## src/memory_region_table_checker_assert.svh

```systemverilog
// assertion macros for the region table checker back end
// expects clk and rst_n in the scope of each use
`ifndef MEMORY_REGION_TABLE_CHECKER_ASSERT_SVH
`define MEMORY_REGION_TABLE_CHECKER_ASSERT_SVH

// condition must hold whenever the antecedent holds in the same cycle
`define MRTC_ASSERT_IMPLY(lbl, ante, cons) \
  lbl: assert property (@(posedge clk) disable iff (!rst_n) (ante) |-> (cons)) \
    else $error("%m: same-cycle implication failed");

// condition must hold in the cycle after the antecedent
`define MRTC_ASSERT_NEXT(lbl, ante, cons) \
  lbl: assert property (@(posedge clk) disable iff (!rst_n) (ante) |=> (cons)) \
    else $error("%m: next-cycle implication failed");

`endif

```

## src/mrtc_pkg.sv

```systemverilog
// shared types and constants for the memory region table checker
// no dependencies
package mrtc_pkg;

  // table geometry
  localparam int TABLE_ENTRIES = 16;
  localparam int IDX_W = (TABLE_ENTRIES > 1) ? $clog2(TABLE_ENTRIES) : 1;
  localparam int CNT_W = $clog2(TABLE_ENTRIES + 1);

  // queue between front and back
  localparam int QUEUE_DEPTH = 2;
  localparam int QPTR_W = (QUEUE_DEPTH > 1) ? $clog2(QUEUE_DEPTH) : 1;
  localparam int QCNT_W = $clog2(QUEUE_DEPTH + 1);

  // command codes
  localparam logic [1:0] CMD_CHECK = 2'd0;
  localparam logic [1:0] CMD_SET   = 2'd1;
  localparam logic [1:0] CMD_GET   = 2'd2;

  // memory type codes
  localparam logic [1:0] MT_ANY     = 2'd0;
  localparam logic [1:0] MT_RAM     = 2'd1;
  localparam logic [1:0] MT_EEPROM  = 2'd2;
  localparam logic [1:0] MT_UNKNOWN = 2'd3;

  // word size and attribute codes
  localparam logic [1:0] WS_NONE    = 2'd0;
  localparam logic [1:0] ATTR_NONE  = 2'd0;
  localparam logic [1:0] ATTR_RW    = 2'd3;

  typedef enum logic [2:0] {
    ST_OK        = 3'd0,
    ST_BAD_ADDR  = 3'd1,
    ST_BAD_TYPE  = 3'd2,
    ST_BAD_RANGE = 3'd3,
    ST_BAD_WSIZE = 3'd4,
    ST_BAD_ATTR  = 3'd5
  } status_t;

  // work the back end has to do for one item
  typedef enum logic [1:0] {
    OP_RESP = 2'd0,
    OP_SET  = 2'd1,
    OP_GET  = 2'd2,
    OP_CHK  = 2'd3
  } op_kind_t;

  typedef struct packed {
    op_kind_t          kind;
    status_t           status;
    logic [IDX_W-1:0]  idx;
    logic [1:0]        mtype;
    logic [31:0]       addr;
    logic [31:0]       size;
    logic [31:0]       last;
    logic [1:0]        wsize;
    logic [1:0]        attr;
  } op_t;

  // one table entry, end address kept alongside start and size
  typedef struct packed {
    logic [1:0]  mtype;
    logic [31:0] start;
    logic [31:0] size;
    logic [31:0] last;
    logic [1:0]  wsize;
    logic [1:0]  attr;
  } region_t;

  typedef struct packed {
    status_t     status;
    logic [1:0]  etype;
    logic [31:0] start;
    logic [31:0] size;
    logic [1:0]  wsize;
    logic [1:0]  attr;
  } res_t;

endpackage

```

## src/mrtc_back.sv

```systemverilog
// back end: holds the region table, runs set, get and span checks
// depends on mrtc_pkg and memory_region_table_checker_assert.svh
module mrtc_back (
  input  logic          clk,
  input  logic          rst_n,
  input  logic          q_empty,
  input  mrtc_pkg::op_t q_item,
  output logic          q_pop,
  input  logic          res_pop,
  output logic          res_valid,
  output mrtc_pkg::res_t res
);
  import mrtc_pkg::*;

  `include "memory_region_table_checker_assert.svh"

  typedef enum logic [1:0] {
    S_IDLE,
    S_GET_RD,
    S_SCAN
  } state_t;

  // region table and per-entry valid bits
  region_t                 mem [TABLE_ENTRIES];
  logic [TABLE_ENTRIES-1:0] vld_r, vld_nxt;
  region_t                 rd_ent_r;
  logic                    rd_vld_r;

  state_t           state_r, state_nxt;
  logic [CNT_W-1:0] cnt_r, cnt_nxt;
  status_t          verdict_r, verdict_nxt;
  logic             out_valid_r, out_valid_nxt;
  res_t             res_r, res_nxt;
  logic [31:0]      chk_addr_r, chk_addr_nxt;
  logic [31:0]      chk_last_r, chk_last_nxt;
  logic [1:0]       chk_want_r, chk_want_nxt;

  logic             out_free;
  logic             start;
  logic             mem_we;
  logic [IDX_W-1:0] mem_addr;
  region_t          wr_ent;
  status_t          ent_status;
  logic             scan_hit;
  logic             scan_last;

  localparam res_t RES_ZERO = '{status: ST_OK, etype: 2'd0, start: 32'd0,
                                size: 32'd0, wsize: 2'd0, attr: 2'd0};

  assign out_free = !out_valid_r || res_pop;
  assign start    = (state_r == S_IDLE) && !q_empty && out_free;
  assign q_pop    = start;
  assign mem_we   = start && (q_item.kind == OP_SET);

  // single table port: scan counter, entry 0 when a check starts, else the op's index
  always_comb begin
    if (state_r == S_SCAN) begin
      mem_addr = cnt_r[IDX_W-1:0];
    end else if (q_item.kind == OP_CHK) begin
      mem_addr = '0;
    end else begin
      mem_addr = q_item.idx;
    end
  end

  assign wr_ent = '{mtype: q_item.mtype, start: q_item.addr, size: q_item.size,
                    last: q_item.last, wsize: q_item.wsize, attr: q_item.attr};

  // verdict for the entry read last cycle
  always_comb begin
    if (chk_addr_r < rd_ent_r.start || chk_addr_r > rd_ent_r.last) begin
      ent_status = ST_BAD_ADDR;
    end else if (chk_last_r > rd_ent_r.last) begin
      ent_status = ST_BAD_RANGE;
    end else if (chk_want_r == MT_ANY || chk_want_r == rd_ent_r.mtype) begin
      ent_status = ST_OK;
    end else begin
      ent_status = ST_BAD_TYPE;
    end
  end

  assign scan_hit  = rd_vld_r && (ent_status == ST_OK);
  assign scan_last = cnt_r == CNT_W'(TABLE_ENTRIES);

  // sequencer
  always_comb begin
    state_nxt     = state_r;
    cnt_nxt       = cnt_r;
    verdict_nxt   = verdict_r;
    out_valid_nxt = out_valid_r && !res_pop;
    res_nxt       = res_r;
    chk_addr_nxt  = chk_addr_r;
    chk_last_nxt  = chk_last_r;
    chk_want_nxt  = chk_want_r;
    vld_nxt       = vld_r;
    case (state_r)
      S_IDLE: begin
        if (start) begin
          case (q_item.kind)
            OP_RESP: begin
              res_nxt        = RES_ZERO;
              res_nxt.status = q_item.status;
              out_valid_nxt  = 1'b1;
            end
            OP_SET: begin
              vld_nxt[q_item.idx] = 1'b1;
              res_nxt             = RES_ZERO;
              out_valid_nxt       = 1'b1;
            end
            OP_GET: begin
              state_nxt = S_GET_RD;
            end
            OP_CHK: begin
              state_nxt    = S_SCAN;
              cnt_nxt      = CNT_W'(1);
              verdict_nxt  = ST_BAD_ADDR;
              chk_addr_nxt = q_item.addr;
              chk_last_nxt = q_item.last;
              chk_want_nxt = q_item.mtype;
            end
            default: begin
              state_nxt = S_IDLE;
            end
          endcase
        end
      end
      S_GET_RD: begin
        // an entry never written reads as invalid, read-write
        res_nxt = RES_ZERO;
        if (rd_vld_r) begin
          res_nxt.etype = rd_ent_r.mtype;
          res_nxt.start = rd_ent_r.start;
          res_nxt.size  = rd_ent_r.size;
          res_nxt.wsize = rd_ent_r.wsize;
          res_nxt.attr  = rd_ent_r.attr;
        end else begin
          res_nxt.attr  = ATTR_RW;
        end
        out_valid_nxt = 1'b1;
        state_nxt     = S_IDLE;
      end
      S_SCAN: begin
        if (scan_hit) begin
          res_nxt       = RES_ZERO;
          out_valid_nxt = 1'b1;
          state_nxt     = S_IDLE;
        end else begin
          if (rd_vld_r) begin
            verdict_nxt = ent_status;
          end
          if (scan_last) begin
            res_nxt        = RES_ZERO;
            res_nxt.status = rd_vld_r ? ent_status : verdict_r;
            out_valid_nxt  = 1'b1;
            state_nxt      = S_IDLE;
          end else begin
            cnt_nxt = cnt_r + CNT_W'(1);
          end
        end
      end
      default: begin
        state_nxt = S_IDLE;
      end
    endcase
  end

  always_ff @(posedge clk) begin
    if (!rst_n) begin
      state_r     <= S_IDLE;
      out_valid_r <= 1'b0;
      vld_r       <= '0;
      cnt_r       <= '0;
    end else begin
      state_r     <= state_nxt;
      out_valid_r <= out_valid_nxt;
      vld_r       <= vld_nxt;
      cnt_r       <= cnt_nxt;
    end
    verdict_r  <= verdict_nxt;
    res_r      <= res_nxt;
    chk_addr_r <= chk_addr_nxt;
    chk_last_r <= chk_last_nxt;
    chk_want_r <= chk_want_nxt;
  end

  // table memory, registered read
  always_ff @(posedge clk) begin
    if (mem_we) begin
      mem[mem_addr] <= wr_ent;
    end
    rd_ent_r <= mem[mem_addr];
    rd_vld_r <= vld_r[mem_addr];
  end

  assign res_valid = out_valid_r;
  assign res       = res_r;

  // checks
  `MRTC_ASSERT_IMPLY(a_pop_only_idle, q_pop, state_r == S_IDLE && !q_empty)
  `MRTC_ASSERT_IMPLY(a_busy_no_result, state_r != S_IDLE, !out_valid_r)
  `MRTC_ASSERT_NEXT(a_get_gives_result, state_r == S_GET_RD, out_valid_r)
  `MRTC_ASSERT_IMPLY(a_scan_cnt_range, state_r == S_SCAN, cnt_r != '0 && cnt_r <= CNT_W'(TABLE_ENTRIES))

endmodule

```

## config.mk

```make
export PLATFORM = sky130hd
export DESIGN_NAME = mrtc_back
export DESIGN_NICKNAME = d
export VERILOG_FILES = /design/src/mrtc_pkg.sv /design/src/mrtc_back.sv
export VERILOG_INCLUDE_DIRS = /design/src /design/src/src
export SDC_FILE = /design/constraint.sdc
export NUM_CORES = 2
export LEC_CHECK = 0
export CORE_ASPECT_RATIO = 1.2
export CORE_UTILIZATION = 35
export CTS_BUF_LIST = sky130_fd_sc_hd__clkbuf_8
export CTS_CLUSTER_DIAMETER = 150
export DETAILED_ROUTE_END_ITERATION = 7
export DONT_BUFFER_PORTS = 1
export PLACE_DENSITY = 0.5
export REMOVE_ABC_BUFFERS = 1
export SYNTH_ARGS = -nofsm -noshare
export SYNTH_HDL_FRONTEND = slang
export SYNTH_SLANG_ARGS = --single-unit
```

## constraint.sdc

```tcl
create_clock -name clk -period 27.2 [get_ports clk]
set_input_delay 1.36 -clock clk [delete_from_list [all_inputs] [get_ports clk]]
set_output_delay 1.36 -clock clk [all_outputs]
set_load 0.1 [all_outputs]
```

### Word-level counts from Yosys, hierarchy flattened

Memory sizes are Yosys's and may differ from the RTL's. A register that Yosys moved wholly into a read port is not among the register bits.
Index checks and enable logic that the tools add are counted.
Widths: inputs -> output; s select.

| storage, ports and cells | value |
|---|---|
| register bits | 167 |
| bits in latches | 0 |
| memory bits (writable) | 1632 |
| ROM bits | 0 |
| bits of input ports | 115 |
| output and inout bits | 75 |
| logic and storage cells | 101 |
| memories kept | 1 |

| cells by class | value |
|---|---|
| add/subtract/negate cells | 1 |
| multiply operators | 0 |
| div/mod/pow operators | 0 |
| magnitude comparators | 6 |
| equality and inequality tests | 14 |
| shift operators | 0 |
| muxes and demuxes | 38 |
| bitwise operators | 1 |
| reductions and logical operators | 25 |

Memories:

| name | words | bits a word | rd ports | clocked after memory_dff | wr ports | line | RTL |
|---|---|---|---|---|---|---|---|
| mem | 16 | 102 | 1 | 1 | 1 | mrtc_back.sv:24 | `region_t mem [TABLE_ENTRIES];` |

Operators by type and width:

| kind | count |
|---|---|
| $mux 73 | 3 |
| $pmux 73 s3 | 1 |
| $pmux 73 s2 | 1 |
| $mux 68 | 1 |
| $gt 32x32->1 | 2 |
| $lt 32x32->1 | 1 |
| $mux 5 | 4 |
| $or 16x16->16 | 1 |
| $mux 2 | 7 |
| $mux 3 | 4 |
| $lt 4x5->1 const B | 2 |
| $pmux 5 s2 | 1 |
| $reduce_and 3->1 | 3 |
| $mux 1 | 8 |
| $mux 4 | 2 |
| $pmux 2 s2 | 2 |
| $reduce_and 4->1 | 2 |
| $eq 2x2->1 const B | 3 |
| $logic_and 1x1->1 | 6 |
| $logic_not 2->1 | 3 |
| $ne 2x2->1 const B | 3 |
| $ne 3x1->1 const B | 2 |
| $pmux 3 s2 | 1 |
| $add 5x1->5 const B | 1 |
| other kinds (16) | 21 |

### Longest topological paths before layout

| logic depth | value |
|---|---|
| depth in word-level cells | 9 |
| depth in mapped cells | 13 |

### Worst setup path after synthesis

No wires, ideal clock.

| timing | value |
|---|---|
| kind | in2reg |
| from | input q_item[110] in the netlist's numbering |
| to | memory mem[3][0] in the netlist's numbering, enable pin |
| setup time | 0.687 ns |
| data arrival time | 9.626 ns |
| required time | 26.513 ns |
| setup slack | 16.887 ns |
| cell stages on the path | 8 |
| buffers on the path | 3 |
| cells stage by stage | nand2_1 -> nand2_1 -> o21ai_1 -> buf_2 -> clkbuf_1 -> clkbuf_1 -> nand3_1 -> nor3_1 |

| between the ends | value |
|---|---|
| word-level cells in the longest chain between the ends | 4 |
| elaborated cells on any way between the ends | 7 |

RTL lines:

| what | line | RTL |
|---|---|---|
| start, declared | mrtc_back.sv:7 | `input mrtc_pkg::op_t q_item,` |
| $eq 2x1->1 | mrtc_back.sv:53 | `assign mem_we = start && (q_item.kind == OP_SET);` |
| $logic_and 1x1->1 | mrtc_back.sv:53 |  |
| $mux 1 | mrtc_back.sv:188 | `if (mem_we) begin` |
| $mux 1 (implied by the code) | mrtc_back.sv:189 | `mem[mem_addr] <= wr_ent;` |
| end, declared | mrtc_back.sv:24 |  |

Several ways; a longest one is shown, not always the timed one.

### Worst setup path after layout

| timing | value |
|---|---|
| from | register state_r[0] |
| to | memory mem[14][64] in the netlist's numbering, enable pin |

| between the ends | value |
|---|---|
| word-level cells in the longest chain between the ends | 6 |
| elaborated cells on any way between the ends | 8 |

RTL lines:

| what | line | RTL |
|---|---|---|
| start, declared | mrtc_back.sv:29 | `state_t state_r, state_nxt;` |
| start signal, assigned | mrtc_back.sv:174 | `state_r <= state_nxt;` |
| $logic_not 2->1 | mrtc_back.sv:51 | `assign start = (state_r == S_IDLE) && !q_empty && out_free;` |
| $logic_and 1x1->1 (2 in a row) | mrtc_back.sv:51 |  |
| $logic_and 1x1->1 | mrtc_back.sv:53 |  |
| $mux 1 | mrtc_back.sv:188 |  |
| $mux 1 (implied by the code) | mrtc_back.sv:189 |  |

Several ways; a longest one is shown, not always the timed one.

==> results.ini <==
[power_and_ir_drop]
leakagePower_nw=29.4
comb_power_share_pct=7.2
sw_frac_of_total_pct=25.0
p_clk_share_pct=39.2
internal_power_mw=4.69
power_density_mw_per_mm2=74.7
ir_worst_vdd_v=0.0000452
power.sequential.fraction_pct=53.6
power.switching_mw=1.56

[timing]
setup_violations=0
period_minus_slack_ns=5.98
fin_tns_setup_ns=0
worst_slew_pin_slew_ns=1.13
finClkSkew_ns=0.0726
max_freq_mhz=167
relSlewSlack_pct=24.3
report.final.slew_viol_count=0
min_period_over_period_pct=22.0
rsz0062_at_grt=false
hold_viol=0

[synth]
synth_mux_area_share_pct=0
seq_area_frac_synth_pct=74.9
synth_cell_types=57
synth_top_family_by_area=simple AND/OR/NAND/NOR gates
synth-xor-area-share_pct=0
syn-instance-count=5591
syn-cell-area_mm2=0.0745
synth_edf_count=1774
avgSynthCellArea_um2=13.3
synth-adder-area-share_pct=1.70
synth_warnings=0
ys.flop_type=edfxtp_1
synth-compound-area-share_pct=6.96
async_reset_ff_share_pct=0
synth-simple-area-share_pct=14.1
synth-seq-cells=1901

[drt]
routed_via_density=5.23
drt_pass1_iterations=7
wl_per_cell_um=24.2
vias=45500
drcViolationCount=0
drt_iter0_drc=3561
finalWirelength_um=211000
detail-route-antenna-nets=0

[grt]
grt_antenna_before_repair=10
globalRouteTotalUtil_pct=19.3
overflow=0
grt_pass1_wl_um=307000
grt_max_degree=187
first_global_vias=45000

[worst_hold_path]
hold_class=in -> reg

[floorplan]
die_area_mm2=0.215
pin_count=190
die_w_um=423
start_util_pct=35.2
core_mm2=0.212
rows=185
die_y_um=507

[place]
port_buffers=0
dpl.hpwl_um=99400
routabilityCongestion=0.756

[clocking]
numCtsBuffers=329
cts_tree=done
cts_resized=0
clk_latency_ns=1.03
clk_pin_slew_ns=0.06
clock_path_buffers=4
postCtsSetupBuffers=0
clockRootBuffer=clkbuf_8
htreeDepth=5
cts_hold_buf=0
clock-sinks=1901

[layout]
utilization_pct=39.5
regArea_mm2=0.0558
multi_input_area_mm2=0.0171
drive_above_1_share_pct=8.72
final_common_cell=edfxtp_1
syn2layout_area_growth_pct=12.3
final_cell_mix=edfxtp_1, nand2_1, clkbuf_8
nNetsFinal=5861
fillers=20000

[setup_path]
crit_fanout=67
arrival_ns=6.60
cp-start-kind=flop
cp.required_ns=27.82
crit_type=reg -> reg
end_kind=flop

[flow_run]
maxCapViolations=0

[status]
status=completed

## final cells by class
type | count | area share, %
diodes | 3 | 0.00897
clock inverters | 220 | 1.35
well taps | 2805 | 4.20
inverters | 81 | 0.363
repair buffers | 79 | 0.954
multi-input cells | 3253 | 20.5
clock buffers | 361 | 5.94
flip-flops and latches | 1901 | 66.7
## cell usage after synthesis, types with 18 or more instances
| cell | n | share of area [%] |
|---|---|---|
| o21ai_0 | 19 | 0.13 |
| a211oi_1 | 105 | 1.1 |
| and3_1 | 313 | 2.6 |
| a21oi_1 | 159 | 1.1 |
| inv_1 | 81 | 0.41 |
| edfxtp_1 | 1774 | 72 |
| nor2_1 | 37 | 0.19 |
| and2_1 | 71 | 0.60 |
| a31oi_1 | 214 | 1.8 |
| buf_1 | 36 | 0.18 |
| nand3_1 | 224 | 1.5 |
| buf_2 | 63 | 0.42 |
| clkbuf_1 | 255 | 1.3 |
| dfxtp_1 | 127 | 3.4 |
| nand4_1 | 18 | 0.15 |
| nand2_1 | 1698 | 8.6 |
| a311oi_1 | 207 | 2.4 |
| ha_1 | 101 | 1.7 |
## sequential cells by signal (all words and copies together) (netlist names)
register,flops
res_valid,1
mem,1632
chk_want_r,2
chk_addr_r,32
rd_ent_r,102
state_r,2
res,73
vld_r,16
cnt_r,5
chk_last_r,32
rd_vld_r,1
verdict_r,3
## through the flow
stage          power, mW  hold slack (ns)  cells  area (um^2)  setup WS [ns]
2_1_floorplan       3.93            0.426   5235        73000         -12.70
3_3_place_gp        3.86            0.436   8119        77600          21.02
3_5_place_dp        3.87            0.440   8119        77600          21.01
4_1_cts             6.33            0.289   8700        83700          21.12
5_1_grt             6.50            0.333   8701        83700          20.89
6_report            6.25            0.420   8703        83700          21.22
## final timing paths
kind | startpoint | end | slack (ns) | cells past startpoint
max | state_r[0] | mem[14][64] | 21.22 | 10
min | q_item[43] | mem[6][43] | 0.42 | 0
max reg2reg | state_r[0] | mem[14][64] | 21.22 | 10
min reg2reg | vld_r[10] | vld_r[10] | 0.45 | 2
## power groups by stage
stage               Sequential, mW  Combinational, mW  Clock (mW)
floorplan                     3.40              0.533           0
global placement              3.42              0.448           0
detailed placement            3.41              0.452           0
CTS                           3.35              0.454        2.52
global route                  3.36              0.498        2.64
finish                        3.35              0.447        2.45
## routing by layer
metal	wire length, um	track usage, %	vias to the layer above	part of all wire (%)
li1	-	-	20800	-
met1	92900	26.1	23100	44
met2	98300	30.9	1303	47
met3	14800	4.60	307	7.0
met4	4680	5.44	0	2.2
met5	0	0	-	0
## critical path: stages, from the launching register on
cell and delay [ns]:
dfxtp_1 0.33, inv_1 0.12, ha_1 0.67, a21oi_1 0.19, a22oi_2 0.20, buf_4 0.61, buf_4 0.82, nand3_1 0.49
nor2_4 0.70, buf_4 0.73, buf_4 0.62
## cell families (layout without fill, tap and decap cells)
| logic type | count (synthesis) | in the layout |
|---|---|---|
| buf+inv | 437 | 741 |
| flops | 1901 | 1901 |
| other cells | 0 | 3 |
| compound gates | 745 | 745 |
| simple gates | 2407 | 2407 |
| fa+ha+maj | 101 | 101 |
No activity file was read; power rests on OpenSTA's default activity.
